--- src/sv/qlbp_pkg.sv ---
// ============================================================================
// qlbp_pkg: shared types and constants of the backoff policy block
// Holds request codes, sequencer states, fixed-point constants, the warm
// table values and the bundles between the sequencer and the multiplier.
// ============================================================================
package qlbp_pkg;

    localparam int STATE_COUNT_DEFAULT = 10;
    localparam int ACTION_COUNT        = 3;

    // Operand widths of the shared bit-serial multiplier.
    localparam int MUL_A_W   = 34;
    localparam int MUL_B_W   = 18;
    localparam int MUL_P_W   = MUL_A_W + MUL_B_W;
    localparam int MUL_CNT_W = $clog2(MUL_B_W + 1);

    localparam logic [15:0] LEARN_RATE_RESET = 16'd3277;
    localparam logic [15:0] DISCOUNT_RESET   = 16'd62259;
    localparam logic [31:0] RATE_RESET       = 32'd429496730;
    localparam logic [31:0] RATE_FLOOR       = 32'd42949673;
    localparam logic [31:0] SEED_WORD        = 32'd123456789;
    // 2^32 minus the Q0.32 decay factor 0.99995.
    localparam logic [MUL_B_W-1:0] DECAY_SUB = 18'd214748;

    localparam logic signed [31:0] ONE_Q16          = 32'sd65536;
    localparam logic signed [31:0] HALF_Q16         = 32'sd32768;
    localparam logic signed [31:0] TENTH_Q16        = 32'sd6554;
    localparam logic signed [31:0] FIFTH_Q16        = 32'sd13107;
    localparam logic signed [31:0] THREE_TENTHS_Q16 = 32'sd19661;

    // Configuration register indexes.
    localparam logic CFG_LEARN_RATE = 1'b0;
    localparam logic CFG_DISCOUNT   = 1'b1;

    typedef enum logic [1:0] {
        REQ_SELECT = 2'd0,
        REQ_UPDATE = 2'd1,
        REQ_DECAY  = 2'd2,
        REQ_NONE   = 2'd3
    } req_t;

    typedef enum logic [3:0] {
        ST_IDLE,
        ST_SEL_READ,
        ST_SEL_MOD,
        ST_SEL_DONE,
        ST_UPD_READ,
        ST_UPD_GMUL,
        ST_UPD_AMUL,
        ST_DEC_MUL
    } seq_state_t;

    typedef struct packed {
        logic                      start;
        logic signed [MUL_A_W-1:0] a;
        logic [MUL_B_W-1:0]        b;
    } mul_req_t;

    typedef struct packed {
        logic                      done;
        logic signed [MUL_P_W-1:0] product;
    } mul_rsp_t;

    // Reset value of a table entry, by contention group.
    function automatic logic signed [31:0] warm_value(input logic [6:0] row,
                                                      input logic [1:0] col);
        logic signed [31:0] v;
        v = TENTH_Q16;
        if (row < 7'd3) begin
            case (col)
                2'd0:    v = ONE_Q16;
                2'd1:    v = HALF_Q16;
                default: v = TENTH_Q16;
            endcase
        end else if (row < 7'd7) begin
            case (col)
                2'd0:    v = FIFTH_Q16;
                2'd1:    v = ONE_Q16;
                default: v = THREE_TENTHS_Q16;
            endcase
        end else begin
            case (col)
                2'd0:    v = TENTH_Q16;
                2'd1:    v = THREE_TENTHS_Q16;
                default: v = ONE_Q16;
            endcase
        end
        return v;
    endfunction

    function automatic logic [31:0] xs_step(input logic [31:0] x);
        logic [31:0] t;
        t = x ^ (x << 13);
        t = t ^ (t >> 17);
        t = t ^ (t << 5);
        return t;
    endfunction

endpackage

--- src/sv/qlbp_serial_mul.sv ---
// ============================================================================
// qlbp_serial_mul: bit-serial signed by unsigned multiplier
// Takes one multiplier bit per cycle, most significant first, and pulses
// done with the full product after MUL_B_W steps.
// ============================================================================
module qlbp_serial_mul (
    input  logic               clk,
    input  logic               rst_n,
    input  qlbp_pkg::mul_req_t req,
    output qlbp_pkg::mul_rsp_t rsp
);
    import qlbp_pkg::*;

    logic signed [MUL_P_W-1:0] acc_reg;
    logic signed [MUL_P_W-1:0] acc_next;
    logic signed [MUL_A_W-1:0] a_reg;
    logic [MUL_B_W-1:0]        b_reg;
    logic [MUL_CNT_W-1:0]      cnt_reg;
    logic                      busy_reg;
    logic                      done_reg;
    logic [MUL_P_W-1:0]        addend;

    assign addend   = b_reg[MUL_B_W-1] ? {{MUL_B_W{a_reg[MUL_A_W-1]}}, a_reg}
                                       : '0;
    assign acc_next = {acc_reg[MUL_P_W-2:0], 1'b0} + addend;

    always_ff @(posedge clk or negedge rst_n)
    begin
        if (!rst_n)
        begin
            busy_reg <= 1'b0;
            done_reg <= 1'b0;
            cnt_reg  <= '0;
        end
        else
        begin
            done_reg <= 1'b0;
            if (req.start)
            begin
                busy_reg <= 1'b1;
                cnt_reg  <= MUL_CNT_W'(MUL_B_W);
            end
            else if (busy_reg)
            begin
                cnt_reg <= cnt_reg - 1'b1;
                if (cnt_reg == MUL_CNT_W'(1))
                begin
                    busy_reg <= 1'b0;
                    done_reg <= 1'b1;
                end
            end
        end
    end

    always_ff @(posedge clk)
    begin
        if (req.start)
        begin
            a_reg   <= req.a;
            b_reg   <= req.b;
            acc_reg <= '0;
        end
        else if (busy_reg)
        begin
            acc_reg <= acc_next;
            b_reg   <= {b_reg[MUL_B_W-2:0], 1'b0};
        end
    end

    assign rsp.done    = done_reg;
    assign rsp.product = acc_reg;

endmodule

--- src/sv/q_learning_backoff_policy_top.sv ---
// ============================================================================
// q_learning_backoff_policy_top: epsilon-greedy Q-table backoff policy
// Greedy selects scan their row, explored selects run the mod-3 loop, updates read and
// multiply twice, decays multiply once; the row scan reads one entry per cycle,
// the mod-3 loop takes 16 steps and each product 18 steps of the serial multiplier.
// One item is in work at a time, a dropped beat leaves the block idle, and a finished
// select also waits while an unaccepted result holds the output.
// Reset restores warm table values (via per-entry valid bits), epsilon, seed, alpha, gamma.
// ============================================================================
module q_learning_backoff_policy_top #(
    parameter int STATE_COUNT = qlbp_pkg::STATE_COUNT_DEFAULT
) (
    input  logic        clk,
    input  logic        rst_n,
    // Input beat.
    input  logic        s_axis_tvalid,
    output logic        s_axis_tready,
    // tdata: cur_state[3:0], taken_action[5:4], reward[37:6],
    //        next_state[41:38], explore_draw[73:42], zero fill[79:74]
    input  logic [79:0] s_axis_tdata,
    // tuser: req_type[1:0]
    input  logic [1:0]  s_axis_tuser,
    // Result beat.
    output logic        m_axis_tvalid,
    input  logic        m_axis_tready,
    // tdata: chosen_action[1:0], zero fill[7:2]
    output logic [7:0]  m_axis_tdata,
    // tuser: explored[0]
    output logic        m_axis_tuser,
    // Configuration writes: index 0 learn_rate, index 1 discount.
    input  logic        cfg_valid,
    output logic        cfg_ready,
    input  logic        cfg_index,
    input  logic [15:0] cfg_data
);
    import qlbp_pkg::*;

    localparam int ROW_W       = (STATE_COUNT > 1) ? $clog2(STATE_COUNT) : 1;
    localparam int TABLE_DEPTH = STATE_COUNT * ACTION_COUNT;
    localparam int ADDR_W      = $clog2(TABLE_DEPTH);

    // ------------------------------------------------------------------
    // Input field unpacking and row clamping.
    // ------------------------------------------------------------------
    req_t               in_req;
    logic [3:0]         in_cur_state;
    logic [1:0]         in_action;
    logic signed [31:0] in_reward;
    logic [3:0]         in_next_state;
    logic [31:0]        in_draw;
    logic               in_accept;

    assign in_req        = req_t'(s_axis_tuser);
    assign in_cur_state  = s_axis_tdata[3:0];
    assign in_action     = s_axis_tdata[5:4];
    assign in_reward     = s_axis_tdata[37:6];
    assign in_next_state = s_axis_tdata[41:38];
    assign in_draw       = s_axis_tdata[73:42];
    assign in_accept     = s_axis_tvalid && s_axis_tready;

    // Rows beyond the table saturate to the last row.
    function automatic logic [ROW_W-1:0] clamp_row(input logic [3:0] s);
        logic [ROW_W-1:0] r;
        if ({3'b000, s} >= 7'(STATE_COUNT))
            r = ROW_W'(STATE_COUNT - 1);
        else
            r = ROW_W'(s);
        return r;
    endfunction

    function automatic logic [ADDR_W-1:0] entry_addr(input logic [ROW_W-1:0] row,
                                                     input logic [1:0] col);
        return ADDR_W'({row, 1'b0}) + ADDR_W'(row) + ADDR_W'(col);
    endfunction

    // ------------------------------------------------------------------
    // Registers.
    // ------------------------------------------------------------------
    seq_state_t         state_reg, state_next;
    logic [4:0]         step_reg, step_next;
    logic               out_valid_reg, out_valid_next;
    logic [31:0]        explore_rate_reg, explore_rate_next;
    logic [31:0]        xorshift_reg, xorshift_next;
    logic [15:0]        learn_rate_reg;
    logic [15:0]        discount_reg;
    logic [TABLE_DEPTH-1:0] valid_bits_reg;
    logic               rd_valid_reg;

    logic [ROW_W-1:0]   row_reg, row_next;
    logic [1:0]         col_reg, col_next;
    logic [ROW_W-1:0]   nrow_reg, nrow_next;
    logic signed [31:0] reward_reg, reward_next;
    logic signed [31:0] top_reg, top_next;
    logic [1:0]         best_reg, best_next;
    logic signed [31:0] q_reg, q_next;
    logic [31:0]        rnd_reg, rnd_next;
    logic [1:0]         mod_reg, mod_next;
    logic               sel_explore_reg, sel_explore_next;
    logic [1:0]         out_action_reg, out_action_next;
    logic               out_explored_reg, out_explored_next;
    logic [ROW_W-1:0]   rd_row_reg;
    logic [1:0]         rd_col_reg;
    logic signed [31:0] rd_data_reg;

    // Table memory with one write and one registered read port.
    logic signed [31:0] value_mem [TABLE_DEPTH];

    logic               rd_en;
    logic [ROW_W-1:0]   rd_row;
    logic [1:0]         rd_col;
    logic [ADDR_W-1:0]  rd_addr;
    logic               wr_en;
    logic [ADDR_W-1:0]  wr_addr;
    logic signed [31:0] wr_data;
    logic signed [31:0] rd_value;

    mul_req_t           mul_req;
    mul_rsp_t           mul_rsp;

    // Datapath intermediates.
    logic [2:0]         mod_sum;
    logic [1:0]         mod_new;
    logic signed [31:0] g_term;
    logic signed [33:0] diff;
    logic signed [36:0] q_sum;
    logic [20:0]        rate_ceil;
    logic [31:0]        rate_dec;

    assign rd_addr = entry_addr(rd_row, rd_col);
    assign wr_addr = entry_addr(row_reg, col_reg);

    // A never-written entry still holds its warm reset value.
    assign rd_value = rd_valid_reg ? rd_data_reg
                                   : warm_value(7'(rd_row_reg), rd_col_reg);

    assign s_axis_tready = (state_reg == ST_IDLE);
    assign cfg_ready     = 1'b1;
    assign m_axis_tvalid = out_valid_reg;
    assign m_axis_tdata  = {6'b000000, out_action_reg};
    assign m_axis_tuser  = out_explored_reg;

    qlbp_serial_mul u_mul (
        .clk   (clk),
        .rst_n (rst_n),
        .req   (mul_req),
        .rsp   (mul_rsp)
    );

    // Mod-3 of the random word, two bits per step: 4 is 1 modulo 3, so each
    // digit just adds to the running remainder.
    assign mod_sum = {1'b0, mod_reg} + {1'b0, rnd_reg[31:30]};
    assign mod_new = (mod_sum >= 3'd3) ? 2'(mod_sum - 3'd3) : mod_sum[1:0];

    // Update arithmetic. Dropping the low product bits is a floor shift.
    assign g_term = mul_rsp.product[47:16];
    assign diff   = {{2{reward_reg[31]}}, reward_reg} + {{2{g_term[31]}}, g_term}
                  - {{2{q_reg[31]}}, q_reg};
    assign q_sum  = {{5{q_reg[31]}}, q_reg}
                  + {mul_rsp.product[MUL_P_W-1], mul_rsp.product[MUL_P_W-1:16]};

    // Decay: rate * (2^32 - DECAY_SUB) / 2^32, floored, is rate minus the
    // rounded-up high word of rate * DECAY_SUB.
    assign rate_ceil = {1'b0, mul_rsp.product[51:32]} + {20'd0, |mul_rsp.product[31:0]};
    assign rate_dec  = explore_rate_reg - 32'(rate_ceil);

    // ------------------------------------------------------------------
    // Sequencer: next state and datapath controls.
    // ------------------------------------------------------------------
    always_comb
    begin
        state_next        = state_reg;
        step_next         = step_reg;
        out_valid_next    = out_valid_reg && !m_axis_tready;
        explore_rate_next = explore_rate_reg;
        xorshift_next     = xorshift_reg;
        row_next          = row_reg;
        col_next          = col_reg;
        nrow_next         = nrow_reg;
        reward_next       = reward_reg;
        top_next          = top_reg;
        best_next         = best_reg;
        q_next            = q_reg;
        rnd_next          = rnd_reg;
        mod_next          = mod_reg;
        sel_explore_next  = sel_explore_reg;
        out_action_next   = out_action_reg;
        out_explored_next = out_explored_reg;
        rd_en             = 1'b0;
        rd_row            = row_reg;
        rd_col            = step_reg[1:0];
        wr_en             = 1'b0;
        wr_data           = q_sum[31:0];
        mul_req.start     = 1'b0;
        mul_req.a         = {{2{top_reg[31]}}, top_reg};
        mul_req.b         = {2'b00, discount_reg};

        case (state_reg)
            ST_IDLE:
            begin
                if (in_accept)
                begin
                    case (in_req)
                        REQ_SELECT:
                        begin
                            row_next = clamp_row(in_cur_state);
                            if (in_draw < explore_rate_reg)
                            begin
                                xorshift_next    = xs_step(xorshift_reg);
                                rnd_next         = xs_step(xorshift_reg);
                                mod_next         = 2'd0;
                                step_next        = 5'd15;
                                sel_explore_next = 1'b1;
                                state_next       = ST_SEL_MOD;
                            end
                            else
                            begin
                                step_next        = 5'd0;
                                sel_explore_next = 1'b0;
                                state_next       = ST_SEL_READ;
                            end
                        end
                        REQ_UPDATE:
                        begin
                            // Column three names no action: the beat is dropped.
                            if (in_action < 2'(ACTION_COUNT))
                            begin
                                row_next    = clamp_row(in_cur_state);
                                col_next    = in_action;
                                nrow_next   = clamp_row(in_next_state);
                                reward_next = in_reward;
                                step_next   = 5'd0;
                                state_next  = ST_UPD_READ;
                            end
                        end
                        REQ_DECAY:
                        begin
                            mul_req.start = 1'b1;
                            mul_req.a     = {2'b00, explore_rate_reg};
                            mul_req.b     = DECAY_SUB;
                            state_next    = ST_DEC_MUL;
                        end
                        default:
                        begin
                        end
                    endcase
                end
            end

            ST_SEL_READ, ST_UPD_READ:
            begin
                // Issue one column read per step; data arrives a step later.
                if (step_reg < 5'd3)
                begin
                    rd_en  = 1'b1;
                    rd_row = (state_reg == ST_SEL_READ) ? row_reg : nrow_reg;
                end
                else if (step_reg == 5'd3 && state_reg == ST_UPD_READ)
                begin
                    rd_en  = 1'b1;
                    rd_row = row_reg;
                    rd_col = col_reg;
                end
                // Running first maximum over the row.
                if (step_reg >= 5'd1 && step_reg <= 5'd3)
                begin
                    if (step_reg == 5'd1 || rd_value > top_reg)
                    begin
                        top_next  = rd_value;
                        best_next = step_reg[1:0] - 2'd1;
                    end
                end
                step_next = step_reg + 5'd1;
                if (state_reg == ST_SEL_READ && step_reg == 5'd3)
                    state_next = ST_SEL_DONE;
                if (state_reg == ST_UPD_READ && step_reg == 5'd4)
                begin
                    q_next        = rd_value;
                    mul_req.start = 1'b1;
                    state_next    = ST_UPD_GMUL;
                end
            end

            ST_SEL_MOD:
            begin
                mod_next  = mod_new;
                rnd_next  = {rnd_reg[29:0], 2'b00};
                step_next = step_reg - 5'd1;
                if (step_reg == 5'd0)
                begin
                    best_next  = mod_new;
                    state_next = ST_SEL_DONE;
                end
            end

            ST_SEL_DONE:
            begin
                if (!out_valid_reg || m_axis_tready)
                begin
                    out_valid_next    = 1'b1;
                    out_action_next   = best_reg;
                    out_explored_next = sel_explore_reg;
                    state_next        = ST_IDLE;
                end
            end

            ST_UPD_GMUL:
            begin
                if (mul_rsp.done)
                begin
                    mul_req.start = 1'b1;
                    mul_req.a     = diff;
                    mul_req.b     = {2'b00, learn_rate_reg};
                    state_next    = ST_UPD_AMUL;
                end
            end

            ST_UPD_AMUL:
            begin
                if (mul_rsp.done)
                begin
                    wr_en = 1'b1;
                    if (q_sum[36:31] != {6{q_sum[36]}})
                        wr_data = q_sum[36] ? 32'sh8000_0000 : 32'sh7FFF_FFFF;
                    state_next = ST_IDLE;
                end
            end

            ST_DEC_MUL:
            begin
                if (mul_rsp.done)
                begin
                    explore_rate_next = (rate_dec < RATE_FLOOR) ? RATE_FLOOR : rate_dec;
                    state_next        = ST_IDLE;
                end
            end

            default:
            begin
                state_next = ST_IDLE;
            end
        endcase
    end

    // ------------------------------------------------------------------
    // Control registers.
    // ------------------------------------------------------------------
    always_ff @(posedge clk or negedge rst_n)
    begin
        if (!rst_n)
        begin
            state_reg        <= ST_IDLE;
            step_reg         <= '0;
            out_valid_reg    <= 1'b0;
            explore_rate_reg <= RATE_RESET;
            xorshift_reg     <= SEED_WORD;
            learn_rate_reg   <= LEARN_RATE_RESET;
            discount_reg     <= DISCOUNT_RESET;
            valid_bits_reg   <= '0;
            rd_valid_reg     <= 1'b0;
        end
        else
        begin
            state_reg        <= state_next;
            step_reg         <= step_next;
            out_valid_reg    <= out_valid_next;
            explore_rate_reg <= explore_rate_next;
            xorshift_reg     <= xorshift_next;
            if (cfg_valid && cfg_ready)
            begin
                if (cfg_index == CFG_LEARN_RATE)
                    learn_rate_reg <= cfg_data;
                if (cfg_index == CFG_DISCOUNT)
                    discount_reg <= cfg_data;
            end
            if (wr_en)
                valid_bits_reg[wr_addr] <= 1'b1;
            if (rd_en)
                rd_valid_reg <= valid_bits_reg[rd_addr];
        end
    end

    // ------------------------------------------------------------------
    // Payload registers.
    // ------------------------------------------------------------------
    always_ff @(posedge clk)
    begin
        row_reg          <= row_next;
        col_reg          <= col_next;
        nrow_reg         <= nrow_next;
        reward_reg       <= reward_next;
        top_reg          <= top_next;
        best_reg         <= best_next;
        q_reg            <= q_next;
        rnd_reg          <= rnd_next;
        mod_reg          <= mod_next;
        sel_explore_reg  <= sel_explore_next;
        out_action_reg   <= out_action_next;
        out_explored_reg <= out_explored_next;
        if (rd_en)
        begin
            rd_row_reg <= rd_row;
            rd_col_reg <= rd_col;
        end
    end

    always_ff @(posedge clk)
    begin
        if (wr_en)
            value_mem[wr_addr] <= wr_data;
        if (rd_en)
            rd_data_reg <= value_mem[rd_addr];
    end

    // ------------------------------------------------------------------
    // Assertions.
    // ------------------------------------------------------------------

    // The exploration rate never drops below its floor.
    assert property (@(posedge clk) disable iff (!rst_n)
        explore_rate_reg >= RATE_FLOOR)
    else $error("exploration rate below floor");

    // A multiplier result only ever arrives while the sequencer waits for it.
    assert property (@(posedge clk) disable iff (!rst_n)
        mul_rsp.done |-> (state_reg == ST_UPD_GMUL || state_reg == ST_UPD_AMUL
                          || state_reg == ST_DEC_MUL))
    else $error("multiplier result with no consumer");

    // A finished select holds while an unaccepted result occupies the output.
    assert property (@(posedge clk) disable iff (!rst_n)
        (state_reg == ST_SEL_DONE && out_valid_reg && !m_axis_tready)
        |=> (state_reg == ST_SEL_DONE))
    else $error("select result would overwrite a pending beat");

endmodule

--- config.mk ---
export PLATFORM = sky130hd
export DESIGN_NAME = q_learning_backoff_policy_top
export DESIGN_NICKNAME = d
export VERILOG_FILES = /design/src/sv/qlbp_pkg.sv /design/src/sv/qlbp_serial_mul.sv /design/src/sv/q_learning_backoff_policy_top.sv
export SDC_FILE = /design/constraint.sdc
export NUM_CORES = 2
export LEC_CHECK = 0
export ABC_AREA = 1
export BUFFER_PORTS_ARGS = -buffer_cell sky130_fd_sc_hd__buf_2
export CORE_MARGIN = 8
export CORE_UTILIZATION = 51
export CTS_CLUSTER_SIZE = 24
export DETAILED_ROUTE_END_ITERATION = 16
export HOLD_SLACK_MARGIN = 0.05
export PLACE_DENSITY = 0.63
export RECOVER_POWER = 100
export SETUP_SLACK_MARGIN = 0.4
export SYNTH_ARGS = -nofsm -noshare
export SYNTH_HDL_FRONTEND = slang
export SYNTH_SLANG_ARGS = --single-unit
--- constraint.sdc ---
create_clock -name clk -period 6.35 [get_ports clk]
set_input_delay 0.635 -clock clk [delete_from_list [all_inputs] [get_ports clk]]
set_output_delay 0.635 -clock clk [all_outputs]
set_load 0.03 [all_outputs]
==> impl_metrics.tcl <==
set metrics [dict create \
    proportion_of_power_drawn_by_combinational_gates 0.497 \
    io_buffers 102 \
    netSwitchingFraction 0.454 \
    die_y_um 383 \
    post-route-worst-setup-slack_ps 580 \
    worst_setup_path_start_kind "flop" \
    dr.first_iter.drc_count 4824 \
    place_ws_ps 1340 \
    num_io_pins 116 \
    largest_fanout_on_the_critical_path 20 \
    outcome "complete, but fails checks" \
    post-route-util 0.570 \
    vias 51600 \
    setup_violations 0 \
    drive_gt1_frac 0.0690 \
    layout_area_overhead_pct 11.0 \
    root_buffer "clkbuf_16" \
    cp-end-kind "flop" \
    first_global_vias 48800 \
    max_freq_ghz 0.173 \
    fp.coreArea_um2 134000 \
    std_cell_rows 134 \
    power_report.internal_total_mw 24.5 \
    drt_pre_antenna_iters 6 \
    max-slew-margin-rel -1.67 \
    synthesis.area_um2 68700 \
    synthesis_warning_total 0 \
    maxcap_viol_count 34 \
    grt.total_usage 0.285 \
    cts-htree-levels 4 \
    cts_repair_resize_count 0 \
    static_leakage_nw 29.7 \
    synth_top_flop_cell "edfxtp_1" \
    maxSlewViolCount 819 \
    largest_net_degree_at_the_start_of_global_routing 161 \
    power.switching_mw 20.4 \
    sequentialPowerShare 0.316 \
    period_minus_slack_ps 5770 \
    share_clk_of_total_power 0.188 \
    async_flop_share 0.103 \
    synth.ff_latch_count 1391 \
    hold_viol 0 \
    vias_per_cell 5.85 \
    synth_enable_flop_cells 1196 \
    violations "max-capacitance violations, max-slew violations" \
    fin_worst_skew_ps 49.7 \
    ff2ff_path_depth 8 \
    layout.nets 7307 \
    worstPathArrival_ps 6200 \
    first_pass_grt_wire_length_mm 316 \
    class_of_the_most_critical_hold_timing_path "in -> reg" \
    globalRoute.totalOverflow 0 \
    tightestPinTransition_ps 4000 \
    antenna_violations_before_repair 2 \
    drt-total-wl_mm 215 \
    area_of_the_multi_input_gates_um2 24100 \
    max-clock-path-buffers 3 \
    postRouteAntennaNets 0 \
    start_util 0.514 \
    dp_cells 8490 \
    clkLatencyLatePin_ps 810 \
    dp.final_hpwl_mm 142 \
    worst_path_clk_slew_ps 60 \
    cellPowerDensity_nw_per_um2 589 \
    instances_no_fill 8809 \
    avgRoutedWirePerCell_um 24.4 \
    place.gp.congestion 1.03 \
    numCtsBuffers 148 \
    worst_hold_path.num_cells 3 \
    clock_tree_from_tritoncts "built" \
    syn_area_per_cell_um2 10.1 \
    vdd_ir_drop_max_mv 0.703 \
    post-layout-total-power_mw 44.9 \
    critical_path_class "reg -> reg" \
    synthesis.instances 6788 \
    worstPathRequired_ps 6780 \
    finalCritPeriodShare 0.909 \
    rsz0062_at_grt "false" \
    die_area_um2 147000 \
    regArea_um2 40600 \
    setup-tns-final_ps 0 \
    die_w_um 383 \
    synth_cell_types 65 \
    clock_sinks 1391 \
    fill_cells 11600 \
    largest_register_ff_count 960 \
    sequential_to_total_area_share_from_yosys_stat 0.591 \
    post-route-drc-count 0 \
]
final timing paths:
| check | startpoint | endpoint | slack, ps |
|---|---|---|---|
| worst max-delay path | row_reg[0] | value_mem[29][0] | 580 |
| worst min-delay path | cfg_data[2] | learn_rate_reg[2] | 110 |
| worst max register to register | row_reg[0] | value_mem[29][0] | 580 |
| worst min register to register | best_reg[1] | out_action_reg[1] | 410 |
| max in group asynchronous | rst_n | valid_bits_reg[13] | 1750 |
| min in group asynchronous | rst_n | explore_rate_reg[5] | 1730 |
power groups by stage:
stage | clock network [mW] | logic (mW) | registers, mW
global placement | 0 | 22.0 | 14.2
floorplan | 0 | 15.1 | 13.8
finish | 8.43 | 22.3 | 14.2
CTS | 8.54 | 22.4 | 14.1
detailed placement | 0 | 22.3 | 14.3
global route | 8.89 | 24.7 | 14.2
cells in the final DEF, fill, tap and decap left out, types with 21 or more instances in the layout:
cell	count
nand4_1	41
nand2_2	21
buf_4	36
dlygate4sd3_1	45
o221ai_1	185
ha_1	244
xnor2_1	59
dfxtp_1	52
xor2_1	84
o22ai_1	62
clkbuf_1	134
dfstp_2	46
a32oi_1	34
nor3_1	30
or2_2	27
a21oi_1	289
edfxtp_1	1196
clkbuf_16	150
inv_1	718
a31oi_1	72
a21o_1	31
fa_1	40
buf_2	72
clkinv_1	37
dfrtp_1	94
nand3_1	262
nand2_1	1057
nor2_1	895
clkinv_2	23
o21ai_0	764
what timing repair did:
| action | in CTS | in global routing |
|---|---|---|
| hold endpoints to repair | 74 | 0 |
| hold buffers | 45 | 0 |
| buffers inserted | 0 | 0 |
metrics by stage:
stage	instance area [µm²]	hold WS, ps
after floorplan	68700	339
after global placement	71600	412
after detailed placement	71600	412
after CTS	76800	50.0
after global routing	76200	86.4
final	76200	106
layer usage:
layer / wire [µm] / track usage / vias up / part of all wire
met5: 0 / 0 / - / 0
met2: 101000 / 0.466 / 2019 / 0.47
met3: 15700 / 0.0425 / 431 / 0.073
met1: 87600 / 0.380 / 25200 / 0.41
met4: 10700 / 0.126 / 0 / 0.050
li1: - / - / 23900 / -
synthesized netlist by cell type (34+ instances only):
library cell | count | area (µm²)
ha_1 | 245 | 3070
dfstp_2 | 48 | 1260
dfrtp_1 | 95 | 2380
edfxtp_1 | 1196 | 35900
a31oi_1 | 72 | 450
nand3_1 | 260 | 1300
fa_1 | 41 | 821
a21oi_1 | 278 | 1390
clkbuf_1 | 242 | 908
nand4_1 | 41 | 257
o22ai_1 | 63 | 394
o221ai_1 | 185 | 1620
xnor2_1 | 61 | 534
dfxtp_1 | 52 | 1040
nand2_1 | 1051 | 3950
xor2_1 | 84 | 736
nor2_1 | 900 | 3380
a32oi_1 | 34 | 298
o21ai_0 | 759 | 3800
inv_1 | 717 | 2690
cells by family after synthesis:
group | share of synthesized area
buffers and inverters | 0.0581
other | 0.000109
AO/OA/AOI/OAI | 0.132
XOR/XNOR | 0.0185
AND/OR/NAND/NOR | 0.143
flip-flops | 0.591
multiplexers | 0.000492
adder cells (fa/ha/maj) | 0.0566
area by class of cell:
| cell class | instances | area share |
|---|---|---|
| clock inverter | 75 | 0.00972 |
| timing repair buffer | 270 | 0.0232 |
| clock buffer | 198 | 0.0524 |
| antenna | 1 | 0.0000328 |
| multi-input combinational | 4370 | 0.317 |
| tap | 1768 | 0.0290 |
| sequential | 1391 | 0.533 |
| inverter | 736 | 0.0365 |
critical path: stages, from the launching register on:
cell	delay, ps
edfxtp_1	450
fa_1	510
ha_1	240
fa_1	380
xnor2_1	300
inv_1	200
nand3_1	160
nor2_1	2580
clkbuf_1	600
(Power assumes the default switching activity.)
